`config.mk`:
```
export PLATFORM = sky130hd
export DESIGN_NAME = keyed_shift_register_hash_top_flat
export DESIGN_NICKNAME = d
export VERILOG_FILES = /design/src/hdl/ksrh_pkg.sv /design/src/hdl/ksrh_if.sv /design/src/hdl/ksrh_mix.sv /design/src/hdl/keyed_shift_register_hash_top.sv /design/src/flat_wrapper.sv
export VERILOG_INCLUDE_DIRS = /design/src /design/src/hdl
export SDC_FILE = /design/constraint.sdc
export NUM_CORES = 2
export LEC_CHECK = 0
export ABC_AREA = 1
export BUFFER_PORTS_ARGS = -buffer_cell sky130_fd_sc_hd__buf_2
export CAP_MARGIN = 20
export CORE_ASPECT_RATIO = 0.6
export CORE_MARGIN = 4
export CORE_UTILIZATION = 55
export CTS_CLUSTER_DIAMETER = 30
export DETAILED_ROUTE_END_ITERATION = 8
export PLACE_DENSITY = 0.72
export SETUP_SLACK_MARGIN = 0.05
export SLEW_MARGIN = 25
export SYNTH_ARGS = -nofsm -noshare
export SYNTH_HDL_FRONTEND = slang
export SYNTH_SLANG_ARGS = --single-unit
```
`constraint.sdc`:
```
create_clock -name clk_i -period 11.19 [get_ports clk_i]
set_input_delay 1.119 -clock clk_i [delete_from_list [all_inputs] [get_ports clk_i]]
set_output_delay 1.119 -clock clk_i [all_outputs]
set_load 0.02 [all_outputs]
```
`src/hdl/keyed_shift_register_hash_top_macros.svh`:
```
// assertion helpers shared by the hash block
`ifndef KEYED_SHIFT_REGISTER_HASH_TOP_MACROS_SVH
`define KEYED_SHIFT_REGISTER_HASH_TOP_MACROS_SVH

// checked on clk_i, quiet while rst_ni is low
`define KSRH_ASSERT(label, prop, msg) \
  label: assert property (@(posedge clk_i) disable iff (!rst_ni) prop) else $error(msg);

// checked on clk_i at every edge, reset included
`define KSRH_ASSERT_ALWAYS(label, prop, msg) \
  label: assert property (@(posedge clk_i) prop) else $error(msg);

`endif

```
`src/hdl/ksrh_pkg.sv`:
```
package ksrh_pkg;

  localparam int unsigned WordW  = 32;
  localparam int unsigned ByteW  = 8;
  localparam int unsigned RoundW = 8;

  // mixing round constants
  localparam logic [WordW-1:0] MixAddA  = 32'd14921776;
  localparam logic [WordW-1:0] MixMulA  = 32'd17761492;
  localparam logic [WordW-1:0] MixXorA  = 32'h0582_7066;
  localparam logic [WordW-1:0] MixAddB  = 32'h0002_c357;
  localparam logic [WordW-1:0] MixXorB  = 32'd10661688;
  localparam logic [WordW-1:0] MixMask  = 32'h8000_0002;
  localparam logic [WordW-1:0] MixAgain = 32'h0000_0002;

  // last round index before the round cap
  localparam logic [RoundW-1:0] RoundLast = '1;

  typedef struct packed {
    logic start;
  } mix_ctrl_t;

  typedef struct packed {
    logic busy;
    logic done;
  } mix_stat_t;

endpackage

```
`src/hdl/ksrh_if.sv`:
```
interface ksrh_in_if;
  logic                        valid;
  logic                        ready;
  logic                        restart;
  logic [ksrh_pkg::ByteW-1:0]  data_byte;

  modport source (output valid, output restart, output data_byte, input ready);
  modport sink   (input valid, input restart, input data_byte, output ready);
endinterface

interface ksrh_out_if;
  logic                        valid;
  logic                        ready;
  logic [ksrh_pkg::WordW-1:0]  digest;

  modport source (output valid, output digest, input ready);
  modport sink   (input valid, input digest, output ready);
endinterface

```
`src/hdl/ksrh_mix.sv`:
```
module ksrh_mix (
  input  logic                       clk_i,
  input  logic                       rst_ni,
  input  ksrh_pkg::mix_ctrl_t        ctrl_i,
  input  logic [ksrh_pkg::WordW-1:0] value_i,
  output ksrh_pkg::mix_stat_t        stat_o,
  output logic [ksrh_pkg::WordW-1:0] result_o
);

  localparam logic [1:0] M_IDLE = 2'd0;
  localparam logic [1:0] M_HALF_A = 2'd1;
  localparam logic [1:0] M_HALF_B = 2'd2;

  logic [1:0]                    state_q, state_d;
  logic [ksrh_pkg::WordW-1:0]    v_q, v_d;
  logic [ksrh_pkg::RoundW-1:0]   cnt_q, cnt_d;
  logic                          done_q, done_d;
  logic [ksrh_pkg::WordW-1:0]    op_b, prod, sum_b, mixed_b;
  logic                          again;

  // the one shared multiplier, second operand picked by round half
  always_comb begin
    if (state_q == M_HALF_A) begin
      op_b = ksrh_pkg::MixMulA + v_q;
    end else begin
      op_b = ksrh_pkg::MixXorB ^ v_q;
    end
  end

  assign prod    = v_q * op_b;
  assign sum_b   = v_q + ksrh_pkg::MixAddB + prod;
  assign mixed_b = sum_b ^ (sum_b >> 16);
  assign again   = ((mixed_b & ksrh_pkg::MixMask) == ksrh_pkg::MixAgain)
                   && (cnt_q != ksrh_pkg::RoundLast);

  always_comb begin
    state_d = state_q;
    v_d     = v_q;
    cnt_d   = cnt_q;
    done_d  = 1'b0;
    unique case (state_q)
      M_IDLE: begin
        if (ctrl_i.start) begin
          v_d     = value_i;
          cnt_d   = '0;
          state_d = M_HALF_A;
        end
      end
      M_HALF_A: begin
        v_d     = (v_q + ksrh_pkg::MixAddA + prod) ^ ksrh_pkg::MixXorA;
        state_d = M_HALF_B;
      end
      M_HALF_B: begin
        v_d   = mixed_b;
        cnt_d = cnt_q + 1'b1;
        if (again) begin
          state_d = M_HALF_A;
        end else begin
          state_d = M_IDLE;
          done_d  = 1'b1;
        end
      end
      default: begin
        state_d = M_IDLE;
      end
    endcase
  end

  always_ff @(posedge clk_i or negedge rst_ni) begin
    if (!rst_ni) begin
      state_q <= M_IDLE;
      cnt_q   <= '0;
      done_q  <= 1'b0;
    end else begin
      state_q <= state_d;
      cnt_q   <= cnt_d;
      done_q  <= done_d;
    end
  end

  always_ff @(posedge clk_i) begin
    v_q <= v_d;
  end

  assign stat_o.busy = (state_q != M_IDLE);
  assign stat_o.done = done_q;
  assign result_o    = v_q;

endmodule

```
`src/hdl/keyed_shift_register_hash_top.sv`:
```
// Byte-serial keyed hash over a ring of RING_WORDS 32-bit words. Each
// request carries one message byte and a restart flag; restart empties the
// ring and returns the pointer to word zero before that byte is absorbed.
// The byte plus the current word is run through a mixing function, the
// mixed value is added into the next word and the pointer moves on; the
// response digest is the xor of the new current and next words. Each
// byte steps through RDC, INIT, MIX, ADD, RDN and OUT until its digest
// is loaded into the output register; MIX runs R mixing rounds (at least
// one, at most 256, data dependent), each made of two half-rounds. The
// sequencer returns to idle as that digest is loaded, and a new request
// is taken only then, so back to back bytes never overlap. This pace is
// set by the single 32x32 multiplier, which serves both half-rounds one
// after the other, and by the single read port of the ring memory. When
// the previous digest has not been taken yet, the last step waits for it.
// A new byte is taken once the block is back at idle, even while the
// previous digest still waits in the output register.
`include "keyed_shift_register_hash_top_macros.svh"

module keyed_shift_register_hash_top #(
  parameter int unsigned RING_WORDS = 5
) (
  input  logic        clk_i,
  input  logic        rst_ni,
  ksrh_in_if.sink     in_i,
  ksrh_out_if.source  out_o
);

  localparam int unsigned PtrW = $clog2(RING_WORDS);
  localparam logic [PtrW-1:0] LastIdx = PtrW'(RING_WORDS - 1);

  // sequencer codes
  localparam logic [2:0] S_IDLE = 3'd0;
  localparam logic [2:0] S_RDC  = 3'd1;
  localparam logic [2:0] S_INIT = 3'd2;
  localparam logic [2:0] S_MIX  = 3'd3;
  localparam logic [2:0] S_ADD  = 3'd4;
  localparam logic [2:0] S_RDN  = 3'd5;
  localparam logic [2:0] S_OUT  = 3'd6;

  function automatic logic [PtrW-1:0] ring_next(input logic [PtrW-1:0] p);
    logic [PtrW-1:0] n;
    if (p == LastIdx) begin
      n = '0;
    end else begin
      n = p + 1'b1;
    end
    return n;
  endfunction

  logic [2:0]                   state_q, state_d;
  logic [PtrW-1:0]              ptr_q, ptr_d;
  logic [PtrW-1:0]              cur_q, cur_d;
  logic [PtrW-1:0]              nxt_q, nxt_d;
  logic [PtrW-1:0]              nxt2;
  logic [RING_WORDS-1:0]        valid_q, valid_d;
  logic [ksrh_pkg::ByteW-1:0]   byte_q, byte_d;
  logic [ksrh_pkg::WordW-1:0]   sum_q, sum_d;
  logic                         out_valid_q, out_valid_d;
  logic [ksrh_pkg::WordW-1:0]   digest_q, digest_d;

  // ring storage, one write and one registered read port
  logic [ksrh_pkg::WordW-1:0]   mem [RING_WORDS];
  logic [ksrh_pkg::WordW-1:0]   rd_q;
  logic                         rd_ok_q;
  logic                         rd_en;
  logic [PtrW-1:0]              rd_addr;
  logic [ksrh_pkg::WordW-1:0]   rd_word;
  logic                         wr_en;

  ksrh_pkg::mix_ctrl_t          mix_ctrl;
  ksrh_pkg::mix_stat_t          mix_stat;
  logic [ksrh_pkg::WordW-1:0]   mix_result;
  logic [ksrh_pkg::WordW-1:0]   mix_seed;

  logic                         in_fire;
  logic                         out_free;

  assign in_fire  = in_i.valid && in_i.ready;
  assign out_free = !out_valid_q || out_o.ready;
  assign nxt2     = ring_next(nxt_q);

  // words never written since the last clear read as zero
  assign rd_word  = rd_ok_q ? rd_q : '0;
  assign mix_seed = {{(ksrh_pkg::WordW - ksrh_pkg::ByteW){1'b0}}, byte_q} + rd_word;

  always_comb begin
    state_d        = state_q;
    ptr_d          = ptr_q;
    cur_d          = cur_q;
    nxt_d          = nxt_q;
    valid_d        = valid_q;
    byte_d         = byte_q;
    sum_d          = sum_q;
    out_valid_d    = out_valid_q;
    digest_d       = digest_q;
    rd_en          = 1'b0;
    rd_addr        = nxt_q;
    wr_en          = 1'b0;
    mix_ctrl.start = 1'b0;

    // downstream drains the output register
    if (out_valid_q && out_o.ready) begin
      out_valid_d = 1'b0;
    end

    unique case (state_q)
      S_IDLE: begin
        if (in_fire) begin
          byte_d = in_i.data_byte;
          if (in_i.restart) begin
            // restart empties the ring before this byte goes in
            valid_d = '0;
            ptr_d   = '0;
            cur_d   = '0;
            nxt_d   = ring_next('0);
          end else begin
            cur_d = ptr_q;
            nxt_d = ring_next(ptr_q);
          end
          state_d = S_RDC;
        end
      end
      S_RDC: begin
        // fetch the current word
        rd_en   = 1'b1;
        rd_addr = cur_q;
        state_d = S_INIT;
      end
      S_INIT: begin
        // seed the mixer, fetch the next word meanwhile
        mix_ctrl.start = 1'b1;
        rd_en          = 1'b1;
        rd_addr        = nxt_q;
        state_d        = S_MIX;
      end
      S_MIX: begin
        if (mix_stat.done) begin
          state_d = S_ADD;
        end
      end
      S_ADD: begin
        // fold mixed value into the next word and step the pointer
        sum_d          = rd_word + mix_result;
        wr_en          = 1'b1;
        valid_d[nxt_q] = 1'b1;
        ptr_d          = nxt_q;
        state_d        = S_RDN;
      end
      S_RDN: begin
        // word after the new pointer, for the digest
        rd_en   = 1'b1;
        rd_addr = nxt2;
        state_d = S_OUT;
      end
      S_OUT: begin
        if (out_free) begin
          out_valid_d = 1'b1;
          digest_d    = sum_q ^ rd_word;
          state_d     = S_IDLE;
        end
      end
      default: begin
        state_d = S_IDLE;
      end
    endcase
  end

  always_ff @(posedge clk_i or negedge rst_ni) begin
    if (!rst_ni) begin
      state_q     <= S_IDLE;
      ptr_q       <= '0;
      valid_q     <= '0;
      out_valid_q <= 1'b0;
      rd_ok_q     <= 1'b0;
    end else begin
      state_q     <= state_d;
      ptr_q       <= ptr_d;
      valid_q     <= valid_d;
      out_valid_q <= out_valid_d;
      if (rd_en) begin
        rd_ok_q <= valid_q[rd_addr];
      end
    end
  end

  // payload registers
  always_ff @(posedge clk_i) begin
    cur_q    <= cur_d;
    nxt_q    <= nxt_d;
    byte_q   <= byte_d;
    sum_q    <= sum_d;
    digest_q <= digest_d;
  end

  // ring memory
  always_ff @(posedge clk_i) begin
    if (wr_en) begin
      mem[nxt_q] <= sum_d;
    end
    if (rd_en) begin
      rd_q <= mem[rd_addr];
    end
  end

  ksrh_mix u_mix (
    .clk_i    (clk_i),
    .rst_ni   (rst_ni),
    .ctrl_i   (mix_ctrl),
    .value_i  (mix_seed),
    .stat_o   (mix_stat),
    .result_o (mix_result)
  );

  assign in_i.ready   = (state_q == S_IDLE);
  assign out_o.valid  = out_valid_q;
  assign out_o.digest = digest_q;

  // mixer is only kicked off when it is free
  `KSRH_ASSERT(a_mix_start_free, mix_ctrl.start |-> !mix_stat.busy, "mixer started while busy")

  // a finished mix only shows up while the sequencer waits for it
  `KSRH_ASSERT(a_mix_done_waited, mix_stat.done |-> (state_q == S_MIX), "unexpected mix done")

  // an accepted restart leaves the ring empty and the pointer at zero
  `KSRH_ASSERT(a_restart_clears, (in_fire && in_i.restart) |=> (valid_q == '0 && ptr_q == '0),
               "restart did not clear the ring")

  // the pointer steps to the written word
  `KSRH_ASSERT(a_ptr_step, (state_q == S_ADD) |=> (ptr_q == $past(nxt_q) && valid_q[ptr_q]),
               "pointer did not follow the write")

  // the pointer never leaves the ring
  `KSRH_ASSERT(a_ptr_range, ptr_q <= LastIdx, "ring pointer out of range")

endmodule
```
`src/flat_wrapper.sv`:
```
// flat-port wrapper written by rule: the top's interface ports become plain ports
module keyed_shift_register_hash_top_flat 
#(
  parameter int unsigned RING_WORDS = 5
)
  (clk_i, rst_ni, in_i_valid, in_i_restart, in_i_data_byte, in_i_ready, out_o_valid, out_o_digest, out_o_ready);
  ksrh_in_if in_i_i ();
  ksrh_out_if out_o_i ();
  input  logic clk_i;
  input  logic rst_ni;
  input wire logic [$bits(in_i_i.valid)-1:0] in_i_valid;
  input wire logic [$bits(in_i_i.restart)-1:0] in_i_restart;
  input wire logic [$bits(in_i_i.data_byte)-1:0] in_i_data_byte;
  output wire logic [$bits(in_i_i.ready)-1:0] in_i_ready;
  output wire logic [$bits(out_o_i.valid)-1:0] out_o_valid;
  output wire logic [$bits(out_o_i.digest)-1:0] out_o_digest;
  input wire logic [$bits(out_o_i.ready)-1:0] out_o_ready;
  assign in_i_i.valid = in_i_valid;
  assign in_i_i.restart = in_i_restart;
  assign in_i_i.data_byte = in_i_data_byte;
  assign in_i_ready = in_i_i.ready;
  assign out_o_valid = out_o_i.valid;
  assign out_o_digest = out_o_i.digest;
  assign out_o_i.ready = out_o_ready;
  keyed_shift_register_hash_top #(.RING_WORDS(RING_WORDS)) u_core (.clk_i(clk_i), .rst_ni(rst_ni), .in_i(in_i_i), .out_o(out_o_i));
endmodule
```
# Word level (Yosys, flattened, before mapping)
# Memories as Yosys holds them, arrays and structs flattened. A register that Yosys moved wholly into a read port is not among the register bits.
# Cells that the tools add are included.
# op_classes
n_addsub,10
n_eq_ne,17
n_lt_le_gt_ge,3
bitwise,5
n_reduce_logical,20
mul,1
shift,0
div_mod_pow,0
n_mux,37
# ops
cell,count
$mux 32,4
$add 32x32->32,3
$pmux 32 s3,1
$add 25x32->32 const A,1
$add 32x18->32 const B,1
$add 32x24->32 const B,1
$add 8x32->32,1
$mul 32x32->32,1
$xor 32x16->32,1
$xor 32x32->32,1
$pmux 3 s7,1
$mux 3,6
$pmux 8 s2,1
$eq 3x3->1 const B,5
$mux 1,14
$not 12->12,1
$pmux 3 s2,2
$not 11->11,1
$mux 5,2
$pmux 5 s2,1
$reduce_and 2->1,5
$add 8x1->8 const B,1
$lt 3x4->1 const B,2
$mux 8,1
24 further kinds,35
# totals
rom_bits,0
n_memories,1
mem_bits_rw,160
latchBits,0
wordCells,109
out_inout_bits,34
register_bits,134
in_bits,13
# mem_list
name,words,width,rd,rd_clocked_by_memory_dff,wr,line,source
u_core.mem,5,32,1,1,1,keyed_shift_register_hash_top.sv:62,logic [ksrh_pkg::WordW-1:0] mem [RING_WORDS];

# Logic depth before layout (Yosys ltp)
# depth
depth_word,9
mapped_depth,56

# Hierarchy
# From an unflattened synthesis, not the netlist that was laid out.
# unflattened
cells_unflattened,4577
area_unflattened_um2,36756.5
# modules_own_cells
mod,area_per_inst_um2,cells_each,seq_area_each_um2,instances
ksrh_mix,22323.9,2994,1236.2,1
keyed_shift_register_hash_top,14432.6,1583,8112.8,1

# Worst setup path before layout
# OpenSTA, ideal clock, no wires.
# synth_path
kind,flip-flop to flip-flop
startpoint,register u_core.u_mix.state_q[0]
endpoint,"register u_core.u_mix.v_q, in the netlist u_core.u_mix.result_o[13] (data pin)"
arrival_ns,9.336
period_less_slack_ns,9.596
stages_incl_launch_ff,46
setup_slack_ns,1.594
required_time_ns,10.929
setup_time_ns,0.261
n_path_buf,3
cell_sequence,dfrtp_1 > ha_1 > inv_1 > clkbuf_1 > ha_1 > inv_2 > clkbuf_1 > nand2_1 > fa_1 > inv_1 > fa_1 > fa_1 > fa_1 > ha_1 > ha_1 > inv_1 > fa_1 > fa_1 > [10 not listed] > inv_1 > o21ai_0 > a21oi_1 > xnor2_1 > ha_1 > ha_1 > clkbuf_1 > nand2_1 > nor2_1 > inv_1 > nor3_1 > nand3_1 > o2111ai_1 > nor2_1 > inv_1 > nand3_1 > nor3b_1 > a221o_1
# synth_between
elab_chain_len,6
elab_cells_between_ends,10
classes_between,add/sub: 2; mul: 1; eq/ne: 2; mux: 2; bitwise: 2; reduce/logical: 1
# synth_lines
element,line,source
from (decl),ksrh_mix.sv:14,"logic [1:0] state_q, state_d;"
from (signal assigned),ksrh_mix.sv:75,state_q <= state_d;
$eq 2x1->1,"ksrh_mix.sv:23, ksrh_mix.sv:41",
$mux 32,ksrh_mix.sv:23,if (state_q == M_HALF_A) begin
$mul 32x32->32,ksrh_mix.sv:30,assign prod = v_q * op_b;
"$add 32x32->32, on equally long branches","ksrh_mix.sv:31, ksrh_mix.sv:50",
$xor 32x16->32 or $not 11->11 (tied branches),--,
$pmux 32 s3 *,ksrh_mix.sv:41,unique case (state_q)
named net u_core.u_mix.v_d (one bit),ksrh_mix.sv:15,"logic [ksrh_pkg::WordW-1:0] v_q, v_d;"
to (signal assigned),ksrh_mix.sv:82,v_q <= v_d;
to (decl),ksrh_mix.sv:15,
# Mark *: on every way through the listed nets, which the timed path passes. The rest lies on a longest branch.
# A chain may end at the register's enable or synchronous reset.

# Worst setup path after layout
# layout_path
startpoint,"register u_core.u_mix.v_q, in the netlist u_core.u_mix.result_o[5]"
endpoint,"register u_core.u_mix.v_q, in the netlist u_core.u_mix.result_o[6] (data pin)"
# layout_between
elab_chain_len,6
elab_cells_between_ends,11
classes_between,add/sub: 5; mul: 1; mux: 2; bitwise: 3
# layout_lines
element,line
$add 25x32->32 or $not 12->12 (tied branches),--
$mux 32,ksrh_mix.sv:23
$mul 32x32->32,ksrh_mix.sv:30
"$add 32x32->32, on equally long branches","ksrh_mix.sv:31, ksrh_mix.sv:50"
$xor 32x16->32 or $not 11->11 (tied branches),--
$pmux 32 s3 *,ksrh_mix.sv:41
named net u_core.u_mix.v_d (one bit),ksrh_mix.sv:15
# Marks and branches as above.

==> impl_metrics.json <==
{
  "status": "finished clean",
  "reg2reg_from": "u_core.u_mix.result_o[5]$_DFFE_PP_",
  "htree_levels": 2,
  "rows": 71,
  "p_sw_uw": 526.2,
  "gr-total-overflow": 0,
  "syn_inst": 4164,
  "synth_top_area_share_pct": 23.37,
  "cap_violations": 0,
  "holdCritStartpoint": "u_core.u_mix.cnt_q[7]$_DFFE_PN0P_",
  "drt_pass1_iterations": 6,
  "drcViolationCount": 0,
  "ant_nets": 0,
  "syn_area_per_cell_um2": 8.454,
  "slowest_stage": "edfxtp_1",
  "synth-simple-area-share_pct": 17.83,
  "track_usage_pct": 32.68,
  "hold-worst-slack_ns": 0.4814,
  "yosysSeqAreaShare_pct": 26.56,
  "synth_fa_ha_area_share_pct": 32.72,
  "ys.flop_type": "edfxtp_1",
  "yosysMostFrequentCell": "nand2_1",
  "period_share_pct": 94.72,
  "drive_gt1_share_pct": 6.881,
  "antenna_found_initial": 2,
  "viasPerCell": 5.650,
  "critPathLaunchType": "flip-flop",
  "internal_power_uw": 2014,
  "period_minus_slack_ns": 10.60,
  "die_area_mm2": 0.06825,
  "vias": 28640,
  "finalHoldViolations": 0,
  "finalSetupViolCount": 0,
  "synth_top_family_by_area": "adder cells",
  "critical_path_class": "flip-flop to flip-flop",
  "place_congestion": 1.050,
  "rrSetupSlack_ns": 0.59,
  "p_leak_uw": 0.01865,
  "fp.dieH_um": 204.0,
  "tritoncts": "built",
  "utilization_pct": 60.28,
  "synth_warnings": 0,
  "core-area_mm2": 0.06298,
  "synth.area.top_cells": "fa_1 23%, edfxtp_1 23%, ha_1 9.3%, nand2_1 9.0%, inv_1 8.8%",
  "cpPeakStageDelay_ns": 0.77,
  "wire_per_inst_um": 21.69,
  "io_buffers": 46,
  "synth-edff-count": 270,
  "syn_area_mm2": 0.03520,
  "worstSetupEndpointType": "flip-flop",
  "worstPathArrival_ns": 10.87,
  "dp_hpwl_um": 87300,
  "ys_seq_elements": 326,
  "root_buffer": "clkbuf_16",
  "rsz0062_at_grt": "true",
  "instances_no_fill": 5069,
  "hp-class": "flip-flop to flip-flop",
  "synth_top_cell_by_area": "fa_1",
  "swShare_pct": 20.71,
  "grt_start_max_net_pins": 67,
  "drt_iter0_drc": 3480,
  "synthXorXnorAreaFrac_pct": 3.732,
  "grt_pass1_vias": 27750,
  "maxSlewViolCount": 0,
  "cts.clk_slew.worst_paths_ns": 0.06,
  "synth.distinct_cells": 57,
  "clock-sinks": 326,
  "clockBufferDepth": 3,
  "syn_nets": 4851,
  "pwr-share-comb_pct": 0.2,
  "startpoint": "u_core.u_mix.result_o[5]$_DFFE_PP_",
  "yosys-mux-area-fraction_pct": 0,
  "clkPwrFrac_pct": 48.8,
  "synth_common_cells": "848 x nand2_1, 821 x inv_1, 411 x fa_1",
  "finalPower_uw": 2540,
  "power_density_mw_per_mm2": 66.92,
  "setup_tns_ns": 0,
  "worstPathRequired_ns": 11.46,
  "grt_pass1_wl_um": 168300,
  "areaGrowthSynthToFinish_pct": 7.848,
  "fin_nets": 4889,
  "start_util_pct": 55.89,
  "ctsHoldBuffers": 0,
  "numPlacedInstances": 4998,
  "worst_pin_slew_ns": 0.9834,
  "synth_compound_area_share_pct": 8.566,
  "io_pins": 47,
  "relSlewSlack_pct": 33.97,
  "max_freq_ghz": 0.09434,
  "clock_skew_ns": 0.02191,
  "cts_buffers": 35,
  "die_x_um": 334.6,
  "crit_fanout": 13,
  "drt-total-wl_um": 109900,
  "seqPwrFrac_pct": 51.0,
  "worstSkewPairLatency_ns": 0.56,
  "cp_common_cell": "fa_1",
  "synthArstFlopShare_pct": 7.362,
  "vdd.ir_drop.worst_uv": 99.73
}
worst paths after layout:
path | to | depth (start not counted)
max in group asynchronous | u_core.u_mix.state_q[1]$_DFFE_PN0P_ | 1
min | u_core.u_mix.cnt_q[7]$_DFFE_PN0P_ | 1
min reg2reg | u_core.u_mix.cnt_q[7]$_DFFE_PN0P_ | 1
max reg2reg | u_core.u_mix.result_o[6]$_DFFE_PP_ | 30
min in group asynchronous | u_core.valid_q[0]$_DFFE_PN0P_ | 1
max | u_core.u_mix.result_o[6]$_DFFE_PP_ | 30
cell families after synthesis:
logic type | after synthesis
xor gates and xnor gates | 147
and+or+nand+nor | 1514
buffers and inverters | 976
DFF | 326
AOI/OAI and AO/OA | 527
adders and majority gates | 674
cell usage in the layout, fill, tap and decap left out, drive strengths merged, types with 10 or more instances in the layout:
cell and n:
a21boi 10, a21oi 159, a31oi 50, buf 137
clkbuf 43, clkinv 20, dfrtp 24, dfxtp 32
edfxtp 270, fa 411, ha 263, inv 834
nand2 879, nand3 151, nand3b 11, nand4 27
nor2 386, nor3 30, o21a 44, o21ai 206
o21bai 12, o221ai 12, or2 19, xnor2 72
xor2 75
layer usage:
layer  GRT usage (%)  routed length (um)  vias up  part of all wire (%)
li1                -                   -    13130                     -
met1           50.97               48980    13600                    45
met2           40.79               39670     1754                    36
met3           15.61               19010      150                    17
met4           5.644                2098        6                   1.9
met5               0                 168        -                  0.15
metrics by stage:
stage                     setup slack, ns  instance area, um2
final                              0.5906               37960
after global routing              0.02473               37960
after CTS                          0.3514               37860
after detailed placement           0.4308               36630
after global placement             0.6320               36630
after floorplan                     1.594               35200
power groups by stage:
stage	Clock, uW	Combinational, uW	Sequential [uW]
floorplan	0	0.782	1320
global route	1310	6.09	1300
global placement	0	5.38	1320
finish	1240	5.15	1300
CTS	1250	5.42	1300
detailed placement	0	5.32	1320
critical path, delay by kind of cell (launching register included):
family	cells	cell delay [ns]
compound gates	7	2.15
fa+ha+maj	11	4.69
flops	1	0.77
xor+xnor	2	1.02
simple gates	6	1.28
buf+inv	4	0.40
layout make-up:
| class | instances | area, um2 |
|---|---|---|
| Fill cell | 5618 | 25020 |
| Multi-Input combinational cell | 2862 | 22230 |
| Sequential cell | 326 | 9349 |
| Inverter | 840 | 3163 |
| Tap cell | 839 | 1050 |
| Clock buffer | 43 | 957.2 |
| Timing Repair Buffer | 137 | 937.1 |
| Clock inverter | 21 | 272.8 |
| Antenna cell | 1 | 2.502 |
flip-flops by register name, indices dropped and copies added (netlist names), 5 cells and up:
| signal | cells |
|---|---|
| u_core.rd_q | 32 |
| u_core.out_o.digest | 32 |
| u_core.mem | 160 |
| u_core.byte_q | 8 |
| u_core.sum_q | 32 |
| u_core.u_mix.result_o | 32 |
| u_core.u_mix.cnt_q | 8 |
| u_core.valid_q | 5 |
repair_timing:
item / in CTS / in global routing
setup buffers: 0 / 5
gates resized for setup: 0 / 11
endpoints found under the setup margin: 0 / 22
No activity file was read; power rests on OpenSTA's default activity.
